<file path="config.mk">
export PLATFORM = sky130hd
export DESIGN_NAME = quicksort_with_comparison_count
export DESIGN_NICKNAME = d
export VERILOG_FILES = /design/src/rtl/qsort_pkg.sv /design/src/rtl/qsort_ram.sv /design/src/rtl/qsort_dp.sv /design/src/rtl/qsort_ctrl.sv /design/src/rtl/quicksort_with_comparison_count.sv
export SDC_FILE = /design/constraint.sdc
export NUM_CORES = 2
export LEC_CHECK = 0
export ABC_AREA = 1
export BUFFER_PORTS_ARGS = -buffer_cell sky130_fd_sc_hd__buf_4
export CAP_MARGIN = 20
export CORE_AREA = 2 2 492 494
export CTS_CLUSTER_SIZE = 40
export DETAILED_ROUTE_END_ITERATION = 7
export DIE_AREA = 0 0 494 496
export SLEW_MARGIN = 20
export SYNTH_ARGS = -nofsm -noshare
export SYNTH_HDL_FRONTEND = slang
export SYNTH_SLANG_ARGS = --single-unit
</file>
<file path="constraint.sdc">
create_clock -name clk -period 7.53 [get_ports clk]
set_clock_uncertainty 0.2 [all_clocks]
set_input_delay 1.1295 -clock clk [delete_from_list [all_inputs] [get_ports clk]]
set_output_delay 1.1295 -clock clk [all_outputs]
set_load 0.005 [all_outputs]
</file>
<file path="src/rtl/qsort_pkg.sv">
`default_nettype none
package qsort_pkg;
	localparam int MAX_ITEMS_DEF = 64;
	localparam int VAL_W = 16;
	localparam int CNT_W = 12;

	typedef struct packed {
		logic load;
		logic start;
		logic pop;
		logic ld_pivot;
		logic rd_i;
		logic rd_j;
		logic inc_i;
		logic dec_j;
		logic wr_i;
		logic wr_j;
		logic wr_lo;
		logic push_r;
		logic push_l;
		logic emit;
		logic clear;
	} qs_cmd_t;

	typedef struct packed {
		logic stk_empty;
		logic lo_ge_hi;
		logic i_le_j;
		logic le_pivot;
		logic push_r_ok;
		logic push_l_ok;
		logic emit_last;
	} qs_sts_t;
endpackage
`default_nettype wire

</file>
<file path="src/rtl/qsort_ram.sv">
`default_nettype none
module qsort_ram #(
	parameter int WIDTH = 16,
	parameter int DEPTH = 64
) (
	input  wire logic                     clk,
	input  wire logic                     we,
	input  wire logic [$clog2(DEPTH)-1:0] waddr,
	input  wire logic [WIDTH-1:0]         wdata,
	input  wire logic [$clog2(DEPTH)-1:0] raddr,
	output logic      [WIDTH-1:0]         rdata
);
	logic [WIDTH-1:0] mem_q [DEPTH];

	always_ff @(posedge clk) begin
		if (we) mem_q[waddr] <= wdata;
		rdata <= mem_q[raddr];
	end
endmodule
`default_nettype wire

</file>
<file path="src/rtl/qsort_dp.sv">
`default_nettype none
module qsort_dp import qsort_pkg::*; #(
	parameter int MAX_ITEMS = MAX_ITEMS_DEF
) (
	input  wire logic                    clk,
	input  wire logic                    arst_n,
	input  wire qs_cmd_t                 cmd,
	output qs_sts_t                      sts,
	input  wire logic signed [VAL_W-1:0] in_value,
	output logic signed [VAL_W-1:0]      out_value,
	output logic [CNT_W-1:0]             out_count,
	output logic                         out_drop
);
	localparam int AW = $clog2(MAX_ITEMS);
	localparam int NW = AW + 1;

	logic [NW-1:0] n_q, sp_q, k_q;
	logic [NW-1:0] n_nx;
	logic [AW-1:0] lo_q, hi_q;
	logic signed [AW+1:0] i_q, j_q;
	logic signed [VAL_W-1:0] piv_q, ei_q;
	logic piv_pend_q;
	logic [CNT_W-1:0] cnt_q;
	logic drop_q;

	logic we, swe;
	logic [AW-1:0] waddr, raddr, saddr_w, saddr_r;
	logic [VAL_W-1:0] wdata, rdata;
	logic [2*AW-1:0] swdata, srdata;

	qsort_ram #(.WIDTH(VAL_W), .DEPTH(MAX_ITEMS)) u_store (
		.clk(clk), .we(we), .waddr(waddr), .wdata(wdata), .raddr(raddr), .rdata(rdata)
	);
	qsort_ram #(.WIDTH(2*AW), .DEPTH(MAX_ITEMS)) u_stack (
		.clk(clk), .we(swe), .waddr(saddr_w), .wdata(swdata), .raddr(saddr_r),
		.rdata(srdata)
	);

	logic signed [AW+1:0] lo_x, hi_x;
	assign lo_x = {2'b00, lo_q};
	assign hi_x = {2'b00, hi_q};

	assign n_nx = (cmd.load && (n_q != NW'(MAX_ITEMS))) ? n_q + NW'(1) : n_q;

	always_comb begin
		we = 1'b0;
		waddr = k_q[AW-1:0];
		wdata = in_value;
		raddr = k_q[AW-1:0];
		if (cmd.load) begin
			we = (n_q != NW'(MAX_ITEMS));
			waddr = n_q[AW-1:0];
		end else if (cmd.wr_i) begin
			we = 1'b1; waddr = i_q[AW-1:0]; wdata = rdata;
		end else if (cmd.wr_j) begin
			we = 1'b1; waddr = j_q[AW-1:0]; wdata = ei_q;
		end else if (cmd.wr_lo) begin
			we = 1'b1; waddr = lo_q; wdata = rdata;
		end
		if (cmd.rd_i) raddr = cmd.inc_i ? AW'(i_q + 1) : i_q[AW-1:0];
		else if (cmd.rd_j) raddr = cmd.dec_j ? AW'(j_q - 1) : j_q[AW-1:0];
		else if (cmd.ld_pivot) raddr = lo_q;
		swe = cmd.push_r | cmd.push_l | cmd.start;
		saddr_w = sp_q[AW-1:0];
		if (cmd.start) swdata = {AW'(0), AW'(n_nx - NW'(1))};
		else if (cmd.push_r) swdata = {AW'(j_q + 1), hi_q};
		else swdata = {lo_q, AW'(j_q - 1)};
		saddr_r = AW'(sp_q - NW'(1));
	end

	always_ff @(posedge clk or negedge arst_n) begin
		if (!arst_n) begin
			n_q <= '0; sp_q <= '0; k_q <= '0; cnt_q <= '0; drop_q <= 1'b0;
			piv_pend_q <= 1'b0;
		end else begin
			piv_pend_q <= cmd.ld_pivot;
			if (cmd.load) begin
				if (n_q != NW'(MAX_ITEMS)) n_q <= n_q + NW'(1);
				else drop_q <= 1'b1;
			end
			if (cmd.start) begin
				cnt_q <= '0;
				k_q <= '0;
				sp_q <= (n_nx >= NW'(2)) ? NW'(1) : '0;
			end
			if (cmd.pop) sp_q <= sp_q - NW'(1);
			if (cmd.push_r | cmd.push_l) sp_q <= sp_q + NW'(1);
			if (cmd.inc_i | cmd.dec_j) cnt_q <= cnt_q + CNT_W'(1);
			if (cmd.emit) k_q <= k_q + NW'(1);
			if (cmd.clear) begin
				n_q <= '0; sp_q <= '0; k_q <= '0; drop_q <= 1'b0;
			end
		end
	end

	always_ff @(posedge clk) begin
		if (cmd.pop) begin
			lo_q <= srdata[2*AW-1:AW];
			hi_q <= srdata[AW-1:0];
		end
		if (cmd.ld_pivot) begin
			i_q <= lo_x + 1;
			j_q <= hi_x;
		end
		if (piv_pend_q) piv_q <= rdata;
		if (cmd.inc_i) i_q <= i_q + 1;
		if (cmd.dec_j) j_q <= j_q - 1;
		if (cmd.rd_j & ~cmd.dec_j) ei_q <= rdata;
		if (cmd.wr_lo) ei_q <= piv_q;
	end

	assign sts.stk_empty = (sp_q == '0);
	assign sts.lo_ge_hi  = (srdata[2*AW-1:AW] >= srdata[AW-1:0]);
	assign sts.i_le_j    = (i_q <= j_q);
	assign sts.le_pivot  = ($signed(rdata) <= piv_q);
	assign sts.push_r_ok = (j_q + 1 < hi_x);
	assign sts.push_l_ok = (j_q - 1 > lo_x);
	assign sts.emit_last = (k_q + NW'(1) == n_q);
	assign out_value = rdata;
	assign out_count = cnt_q;
	assign out_drop  = drop_q;
endmodule
`default_nettype wire

</file>
<file path="src/rtl/qsort_ctrl.sv">
`default_nettype none
module qsort_ctrl import qsort_pkg::*; (
	input  wire logic clk,
	input  wire logic arst_n,
	input  wire logic in_valid,
	input  wire logic in_last,
	output logic      in_ready,
	output logic      out_valid,
	input  wire logic out_ready,
	output qs_cmd_t   cmd,
	input  wire qs_sts_t sts
);
	typedef enum logic [3:0] {
		S_LOAD, S_POP, S_POPW, S_RANGE, S_PIV, S_RI, S_TI, S_RJ, S_TJ,
		S_SWAPJ, S_SWAPW, S_FIN, S_FINW, S_PUSHL, S_ERD, S_EOUT
	} state_t;

	state_t st_q;
	logic   pushl_q;

	always_comb begin
		cmd = '0;
		in_ready = (st_q == S_LOAD);
		out_valid = (st_q == S_EOUT);
		case (st_q)
			S_LOAD: begin
				cmd.load = in_valid;
				cmd.start = in_valid & in_last;
			end
			S_RANGE: cmd.pop = 1'b1;
			S_PIV: cmd.ld_pivot = 1'b1;
			S_RI:  cmd.rd_i = 1'b1;
			S_TI: begin
				if (sts.i_le_j && sts.le_pivot) begin
					cmd.inc_i = 1'b1; cmd.rd_i = 1'b1;
				end else cmd.rd_j = 1'b1;
			end
			S_TJ: begin
				if (sts.i_le_j && !sts.le_pivot) begin
					cmd.dec_j = 1'b1; cmd.rd_j = 1'b1;
				end else if (sts.i_le_j) cmd.wr_i = 1'b1;
			end
			S_SWAPJ: cmd.wr_j = 1'b1;
			S_SWAPW: ;
			S_FIN: begin
				cmd.rd_j = 1'b1;
				cmd.push_r = sts.push_r_ok;
			end
			S_FINW: begin
				cmd.wr_lo = 1'b1;
			end
			S_PUSHL: begin
				cmd.wr_j = 1'b1;
				cmd.push_l = pushl_q;
			end
			S_ERD: ;
			S_EOUT: begin
				cmd.emit = out_ready;
				cmd.clear = out_ready & sts.emit_last;
			end
			default: ;
		endcase
	end

	always_ff @(posedge clk or negedge arst_n) begin
		if (!arst_n) begin
			st_q <= S_LOAD;
			pushl_q <= 1'b0;
		end else begin
			case (st_q)
				S_LOAD: if (in_valid && in_last) st_q <= S_POP;
				S_POP:  st_q <= sts.stk_empty ? S_ERD : S_POPW;
				S_POPW: st_q <= S_RANGE;
				S_RANGE: st_q <= sts.lo_ge_hi ? S_POP : S_PIV;
				S_PIV:  st_q <= S_RI;
				S_RI:   st_q <= S_TI;
				S_TI:   if (!(sts.i_le_j && sts.le_pivot)) st_q <= S_TJ;
				S_TJ: begin
					if (sts.i_le_j && !sts.le_pivot) st_q <= S_TJ;
					else if (sts.i_le_j) st_q <= S_SWAPJ;
					else st_q <= S_FIN;
				end
				S_SWAPJ: st_q <= S_SWAPW;
				S_SWAPW: st_q <= S_RI;
				S_FIN:  st_q <= S_FINW;
				S_FINW: begin
					pushl_q <= sts.push_l_ok;
					st_q <= S_PUSHL;
				end
				S_PUSHL: st_q <= S_POP;
				S_ERD:  st_q <= S_EOUT;
				S_EOUT: if (out_ready) st_q <= sts.emit_last ? S_LOAD : S_ERD;
				default: st_q <= S_LOAD;
			endcase
		end
	end
endmodule
`default_nettype wire

</file>
<file path="src/rtl/quicksort_with_comparison_count.sv">
// Sorts a set of signed 16-bit values by quicksort. Values stream in one per
// cycle while s_tready is high; the one with tlast starts the sort. Values
// past MAX_ITEMS are dropped and flagged. Sorting runs on a single-port store
// read and a range stack; results then leave one at a time, each read from the store
// and held until m_tready. Each result carries the set's total scan-step count.
`default_nettype none
module quicksort_with_comparison_count import qsort_pkg::*; #(
	parameter int MAX_ITEMS = MAX_ITEMS_DEF
) (
	input  wire logic        clk,
	input  wire logic        arst_n,
	input  wire logic        s_tvalid,
	output logic             s_tready,
	input  wire logic [15:0] s_tdata,   // value
	input  wire logic        s_tlast,
	output logic             m_tvalid,
	input  wire logic        m_tready,
	output logic [31:0]      m_tdata,   // sorted_value, comparisons, overflow, pad
	output logic             m_tlast
);
	qs_cmd_t cmd;
	qs_sts_t sts;
	logic signed [VAL_W-1:0] ov;
	logic [CNT_W-1:0] oc;
	logic od;

	qsort_ctrl u_ctrl (
		.clk(clk), .arst_n(arst_n), .in_valid(s_tvalid), .in_last(s_tlast),
		.in_ready(s_tready), .out_valid(m_tvalid), .out_ready(m_tready),
		.cmd(cmd), .sts(sts)
	);
	qsort_dp #(.MAX_ITEMS(MAX_ITEMS)) u_dp (
		.clk(clk), .arst_n(arst_n), .cmd(cmd), .sts(sts), .in_value(s_tdata),
		.out_value(ov), .out_count(oc), .out_drop(od)
	);

	assign m_tdata = {3'b000, od, oc, ov};
	assign m_tlast = sts.emit_last;
endmodule
`default_nettype wire
</file>
Yosys cells after proc, flatten, opt, wreduce, memory -nomap -nowiden
Memory sizes are Yosys's and may differ from the RTL's. A register that Yosys moved wholly into a read port is not among the register bits.
Index checks and enable logic that the tools add are counted.
{ "classes": {"magnitude_cmp": 6, "reduce_logical": 20, "bitwise": 7, "n_addsub": 10, "n_eq_ne": 20, "mux": 72} }
{ "op_table": {"columns": ["operator", "n"], "rows": [
  ["$mux W16", 6],
  ["$mux W7", 11],
  ["$pmux W4 S14", 1],
  ["$mux W6", 9],
  ["$mux W12", 4],
  ["$eq A4 B4 Y1 const B", 8],
  ["$gt A32 B7 Y1", 1],
  ["$lt A32 B7 Y1", 1],
  ["$mux W8", 4],
  ["$mux W1", 24],
  ["$mux W4", 6],
  ["$add A7 B1 Y7 const B", 3],
  ["$le A16 B16 Y1", 1],
  ["$add A12 B1 Y12 const B", 1],
  ["$eq A4 B3 Y1 const B", 3],
  ["$reduce_bool A2 Y1", 6],
  ["$add A8 B2 Y9 const B", 1],
  ["$sub A8 B2 Y9 const B", 1],
  ["$add A8 B2 Y8 const B", 1],
  ["$eq A4 B2 Y1 const B", 2],
  ["$le A8 B8 Y1", 1],
  ["$mux W2", 4],
  ["$add A6 B1 Y7 const B", 1],
  ["$eq A7 B7 Y1", 1],
  ["other kinds (23)", 34]
]} }
{ "word_totals": {"reg_bits": 100, "n_memories": 2, "ramBits": 1792, "elab_cells": 151} }
{ "memory_table": {"columns": ["memory", "words", "word_bits", "read_ports", "rd_ports_with_merged_regs", "wr", "line", "source"], "rows": [
  ["u_dp.u_store.mem_q", 64, 16, 1, 1, 1, "qsort_ram.sv:13", "logic [WIDTH-1:0] mem_q [DEPTH];"],
  ["u_dp.u_stack.mem_q", 64, 12, 1, 1, 1, "qsort_ram.sv:13", null]
]} }

Depth between registers and ports, before layout
{ "logic_depth": {"word_depth": 10, "mapped_depth": 30} }

Hierarchy
A second synthesis with hierarchy kept.
{ "unflattened": {"hier_cells": 7133, "area_unflattened_um2": 81132.8} }
{ "modules_own_cells": {"columns": ["module", "seq_area_each_um2", "area_per_inst_um2", "cells_each", "n_inst"], "rows": [
  ["qsort_ram (u_dp.u_store)", 31069.8, 42099.1, 3517, 1],
  ["qsort_ram (u_dp.u_stack)", 23302.3, 31675.4, 2661, 1],
  ["qsort_dp", 2677.6, 6785.3, 846, 1],
  ["qsort_ctrl", 125.1, 539.3, 104, 1],
  ["quicksort_with_comparison_count", 0.0, 33.8, 5, 1]
]} }

Worst setup path after synthesis
OpenSTA, ideal clock, no wires.
{ "synth_path": {"kind": "register to register", "startpoint": "reg u_dp.j_q[3]", "endpoint": "mem u_dp.u_store.mem_q[0][14] (data pin)", "setup_time_ns": 0.702, "required_ns": 6.628, "synth_period_minus_slack_ns": 5.591, "path_buffers": 2, "slack_ns": 1.939, "t_arrival_ns": 4.689, "stages_incl_launch_ff": 16, "cell_sequence": "edfxtp_1 > inv_1 > ha_1 > nand2_1 > inv_1 > o21bai_1 > nand3_1 > nand2_1 > nand2_1 > nand2_1 > nand2_2 > nor2_1 > clkinv_1 > clkbuf_1 > clkbuf_1 > o21ai_0"} }
{ "synth_via": {"elab_chain_len": 6} }
{ "synth_lines": {"columns": ["item", "line", "source"], "rows": [
  ["start, declared", "qsort_dp.sv:20", "logic signed [AW+1:0] i_q, j_q;"],
  ["start signal, assigned", "qsort_dp.sv:103", "j_q <= hi_x;"],
  ["start signal, assigned", "qsort_dp.sv:107", "if (cmd.dec_j) j_q <= j_q - 1;"],
  ["$le A8 B8 Y1 *", "qsort_dp.sv:114", "assign sts.i_le_j = (i_q <= j_q);"],
  ["$mux W1 or $logic_and A1 B1 Y1 (tied branches)", "qsort_ctrl.sv:41, qsort_ctrl.sv:39", null],
  ["$mux W1 *", "qsort_ctrl.sv:39", "if (sts.i_le_j && !sts.le_pivot) begin"],
  ["$mux W2 *", "qsort_ctrl.sv:25", "case (st_q)"],
  ["$mux W16 *", "qsort_dp.sv:53", "end else if (cmd.wr_i) begin"],
  ["$mux W16 *", "qsort_dp.sv:50", "if (cmd.load) begin"],
  ["named net u_dp.u_store.wdata[14]", "qsort_ram.sv:9", "input wire logic [WIDTH-1:0] wdata,"],
  ["end, declared", "qsort_ram.sv:13", null]
]} }
The timed path passes the listed nets; every way through them passes the cells marked *.

Final worst setup path
{ "layout_path": {"startpoint": "reg u_dp.u_store.rdata[6], read port of u_dp.u_store.mem_q", "endpoint": "reg u_dp.u_store.rdata[15], read port of u_dp.u_store.mem_q"} }
{ "layout_via": {"elab_chain_len": 8} }
{ "layout_lines": {"columns": ["item", "line", "source"], "rows": [
  ["start, declared", "qsort_ram.sv:11", "output logic [WIDTH-1:0] rdata"],
  ["$le A16 B16 Y1 *", "qsort_dp.sv:115", "assign sts.le_pivot = ($signed(rdata) <= piv_q);"],
  ["$logic_not A1 Y1", "qsort_ctrl.sv:39", null],
  ["$logic_and A1 B1 Y1", "qsort_ctrl.sv:39", null],
  ["$mux W1", "qsort_ctrl.sv:39", null],
  ["$mux W2", "qsort_ctrl.sv:25", null],
  ["$mux W6 (2 in series)", "qsort_dp.sv:61", "else if (cmd.rd_j) raddr = cmd.dec_j ? AW'(j_q - 1) : j_q[AW-1:0];"],
  ["$mux W6 *", "qsort_dp.sv:60", "if (cmd.rd_i) raddr = cmd.inc_i ? AW'(i_q + 1) : i_q[AW-1:0];"]
]} }
Mark *: on every way between the ends. The rest lies on a longest branch, timed or not.
A chain may end at the register's enable or synchronous reset.

==> results.tsv <==
stage	metric	value	unit
clocking	clock-sinks	1920	
outcome	violations	DRC	
logic_synthesis	synthMuxAreaShare	0	
setup_path	cp-endpoint	u_dp.u_store.rdata[15]	
sta	fmax	166	MHz
cells_and_area	drive_gt1_frac	0.0780	
routing	drt-initial-drc-count	7619	
setup_path	worstPathRequired	8.06	ns
clocking	clk_latency	0.85	ns
floorplan	io_pins	56	
logic_synthesis	netlist.area_leader.share	0.666	
sta	slew_violations	0	
logic_synthesis	ys_async_sr_fraction	0.0208	
grt	grt-ovfl-total	0	
placement	hpwlAfterDp	137	mm
sta	worst_slack	1.50	ns
floorplan	start_util	0.348	
logic_synthesis	synthTopCellsByArea	edfxtp_1 67%, nand3_1 7.1%, nand2_1 3.9%	
floorplan	core_area	240000	µm²
power	leakagePower	34.0	nW
power	p_per_area	401	nW/µm²
setup_path	crit_path_start	u_dp.u_store.rdata[6]	
grt	grt_pass1_vias	53200	
grt	grtUsageTotal	0.191	
logic_synthesis	synth_cells	7288	
worst_hold_path	hold_path_class	in2async	
clocking	cts_made_buffers	186	
clocking	cts.clk_slew.worst_paths	0.06	ns
floorplan	die_h	496	µm
placement	gp_congestion	0.899	
grt	grt_max_degree	177	
clocking	cts_resized	0	
floorplan	dieArea	245000	µm²
logic_synthesis	yosysUniqueCellTypes	50	
sta	setup_viol	0	
floorplan	rows	180	
routing	num_vias	56600	
cells_and_area	layout.nets	7332	
sta	min_period_over_period	0.801	
routing	drt-total-wl	240	mm
routing	wl_per_cell	22.6	µm
cells_and_area	mostFrequentLayoutCell	edfxtp_1	
clocking	post-cts-setup-buffer-count	0	
routing	postRouteAntennaNets	0	
grt	grt_pass1_wl	355	mm
logic_synthesis	synth-xor-area-share	0.00378	
sta	setup_tns	0	ns
logic_synthesis	synth_area	83500	µm²
setup_path	worstReg2RegStart	u_dp.u_store.rdata[6]	
setup_path	endpoint_kind	flip-flop	
setup_path	worstReg2RegEnd	u_dp.u_store.rdata[15]	
cells_and_area	final_cell_mix	1,852 x edfxtp_1, 1,188 x nand3_1, 862 x nand2_1	
setup_path	cp-start-kind	flip-flop	
logic_synthesis	ys_warn_count	0	
logic_synthesis	synth_edf_count	1852	
logic_synthesis	synth_top_family_by_area	simple AND/OR/NAND/NOR gates	
floorplan	fp.dieW	494	µm
logic_synthesis	yosysSeqAreaShare	0.685	
outcome	status	finished with violations	
logic_synthesis	ys.flop_type	edfxtp_1	
routing	via_per_inst	5.34	
setup_path	path_max_fanout	87	
clocking	holdBufCountCts	0	
grt	antenna_found_initial	5	
run	cap_viol_max_count	0	
clocking	cts_buffer_depth	3	
cells_and_area	n_fill_cell	22700	
placement	dp_slack	1.71	ns
logic_synthesis	synth-simple-area-share	0.176	
clocking	htreeDepth	4	
setup_path	worstRegToRegCells	21	
sta	hold-worst-slack	0.0826	ns
setup_path	crit_arrival	6.56	ns
sta	timing.slew.headroom	0.117	
clocking	cts_root_buf	clkbuf_16	
placement	io_buffer_count	52	
sta	grt_setup_unrepaired	no	
cells_and_area	syn2layout_area_growth	12.5	%
routing	post-route-drc-count	1	
sta	worst_pin_slew	1.32	ns
setup_path	r2r_slack	1.50	ns
logic_synthesis	synth-seq-cells	1920	
power	ir_drop	0.000348	V
logic_synthesis	yosysTopAreaCell	edfxtp_1	
logic_synthesis	syn_avg_cell_area	11.5	µm²
logic_synthesis	synth_compound_area_frac	0.0651	
sta	period_minus_slack	6.03	ns
sta	hold_viol_final	0	
routing	drtPass1Iterations	8	
setup_path	setup.worst_path.class	reg2reg	
logic_synthesis	synth-adder-area-share	0.00809	
clocking	tritoncts	yes	
cell usage after synthesis, types with 40 or more instances:
cell type	instances
buf_2	235
clkbuf_1	199
dfrtp_1	40
edfxtp_1	1852
ha_1	54
inv_1	782
nand2_1	864
nand3_1	1189
nand3b_1	374
nor2_1	627
o211ai_1	103
o21ai_0	505
o221ai_1	114
o22ai_1	99
flip-flops by register name, summed over array words and instances, names as in the netlist, 8 cells and up:
register,count
u_dp.ei_q,16
u_dp.i_q,8
u_dp.j_q,8
u_dp.out_count,12
u_dp.piv_q,16
u_dp.u_stack.mem_q,768
u_dp.u_stack.rdata,12
u_dp.u_store.mem_q,1024
u_dp.u_store.rdata,16
cell type report:
class	count	area, µm²	area share
Clock buffer	229	4860	0.0517
Tap cell	3185	3990	0.0424
Multi-Input combinational cell	4103	21600	0.230
Sequential cell	1920	57200	0.608
Timing Repair Buffer	249	2110	0.0225
Inverter	797	3010	0.0321
Antenna cell	2	5.00	0.0000533
Clock inverter	117	1200	0.0127
worst min path at each step:
stage                     slack, ns                   from                 to
after floorplan                0.21  u_dp.u_stack.rdata[1]       u_dp.hi_q[1]
after global placement         0.22  u_dp.u_stack.rdata[2]       u_dp.hi_q[2]
after detailed placement       0.22  u_dp.u_stack.rdata[5]       u_dp.hi_q[5]
after CTS                      0.06                 arst_n  u_dp.out_count[3]
after global routing           0.09                 arst_n  u_dp.out_count[3]
final                          0.08                 arst_n  u_dp.out_count[5]
through the flow:
step | utilization | cell area [µm²] | cells | total power (W)
after floorplan | - | 83500 | 7290 | 0.0224
after global placement | 0.367 | 87900 | 10300 | 0.0282
after detailed placement | 0.367 | 87900 | 10300 | 0.0284
after CTS | 0.392 | 94000 | 10600 | 0.0376
after global routing | 0.392 | 94000 | 10600 | 0.0394
final | 0.392 | 94000 | 10600 | 0.0376
metal layers:
metal | GRT usage | part of all wire | vias up
met1 | 0.281 | 0.44 | 28000
met2 | 0.286 | 0.44 | 2599
met3 | 0.0334 | 0.091 | 360
met4 | 0.0569 | 0.028 | 2
met5 | 0 | 0.000029 | -
li1 | - | - | 25700
power by group:
part | leakage, nW | internal, W | switching (W)
logic | 13.6 | 0.00379 | 0.0113
clock network | 2.91 | 0.00512 | 0.00415
registers | 17.4 | 0.0129 | 0.000348
critical path, stage by stage (launching register included):
cell	delay, ns
dfxtp_1	0.73
ha_1	0.34
nand2_1	0.08
nor2_1	0.05
nor2_1	0.08
nand2_1	0.07
nand2_1	0.12
nand2_1	0.07
nand2_1	0.10
nand3_2	0.09
nand3_2	0.24
nand2_1	0.34
o211ai_1	0.36
nand2_8	0.43
inv_8	0.72
buf_12	0.41
nand3_1	0.13
nand3_1	0.09
nand3_1	0.17
nand3_1	0.36
nand3_1	0.13
nand2_1	0.25
cell families after synthesis:
| kind of cell | count (synthesis) |
|---|---|
| adder cells (fa/ha/maj) | 54 |
| buffers and inverters | 1267 |
| AND/OR/NAND/NOR | 3104 |
| XOR/XNOR | 36 |
| AO/OA/AOI/OAI | 906 |
| flip-flops | 1920 |
| other | 1 |
Note: power is estimated with default switching activity, not from simulation.
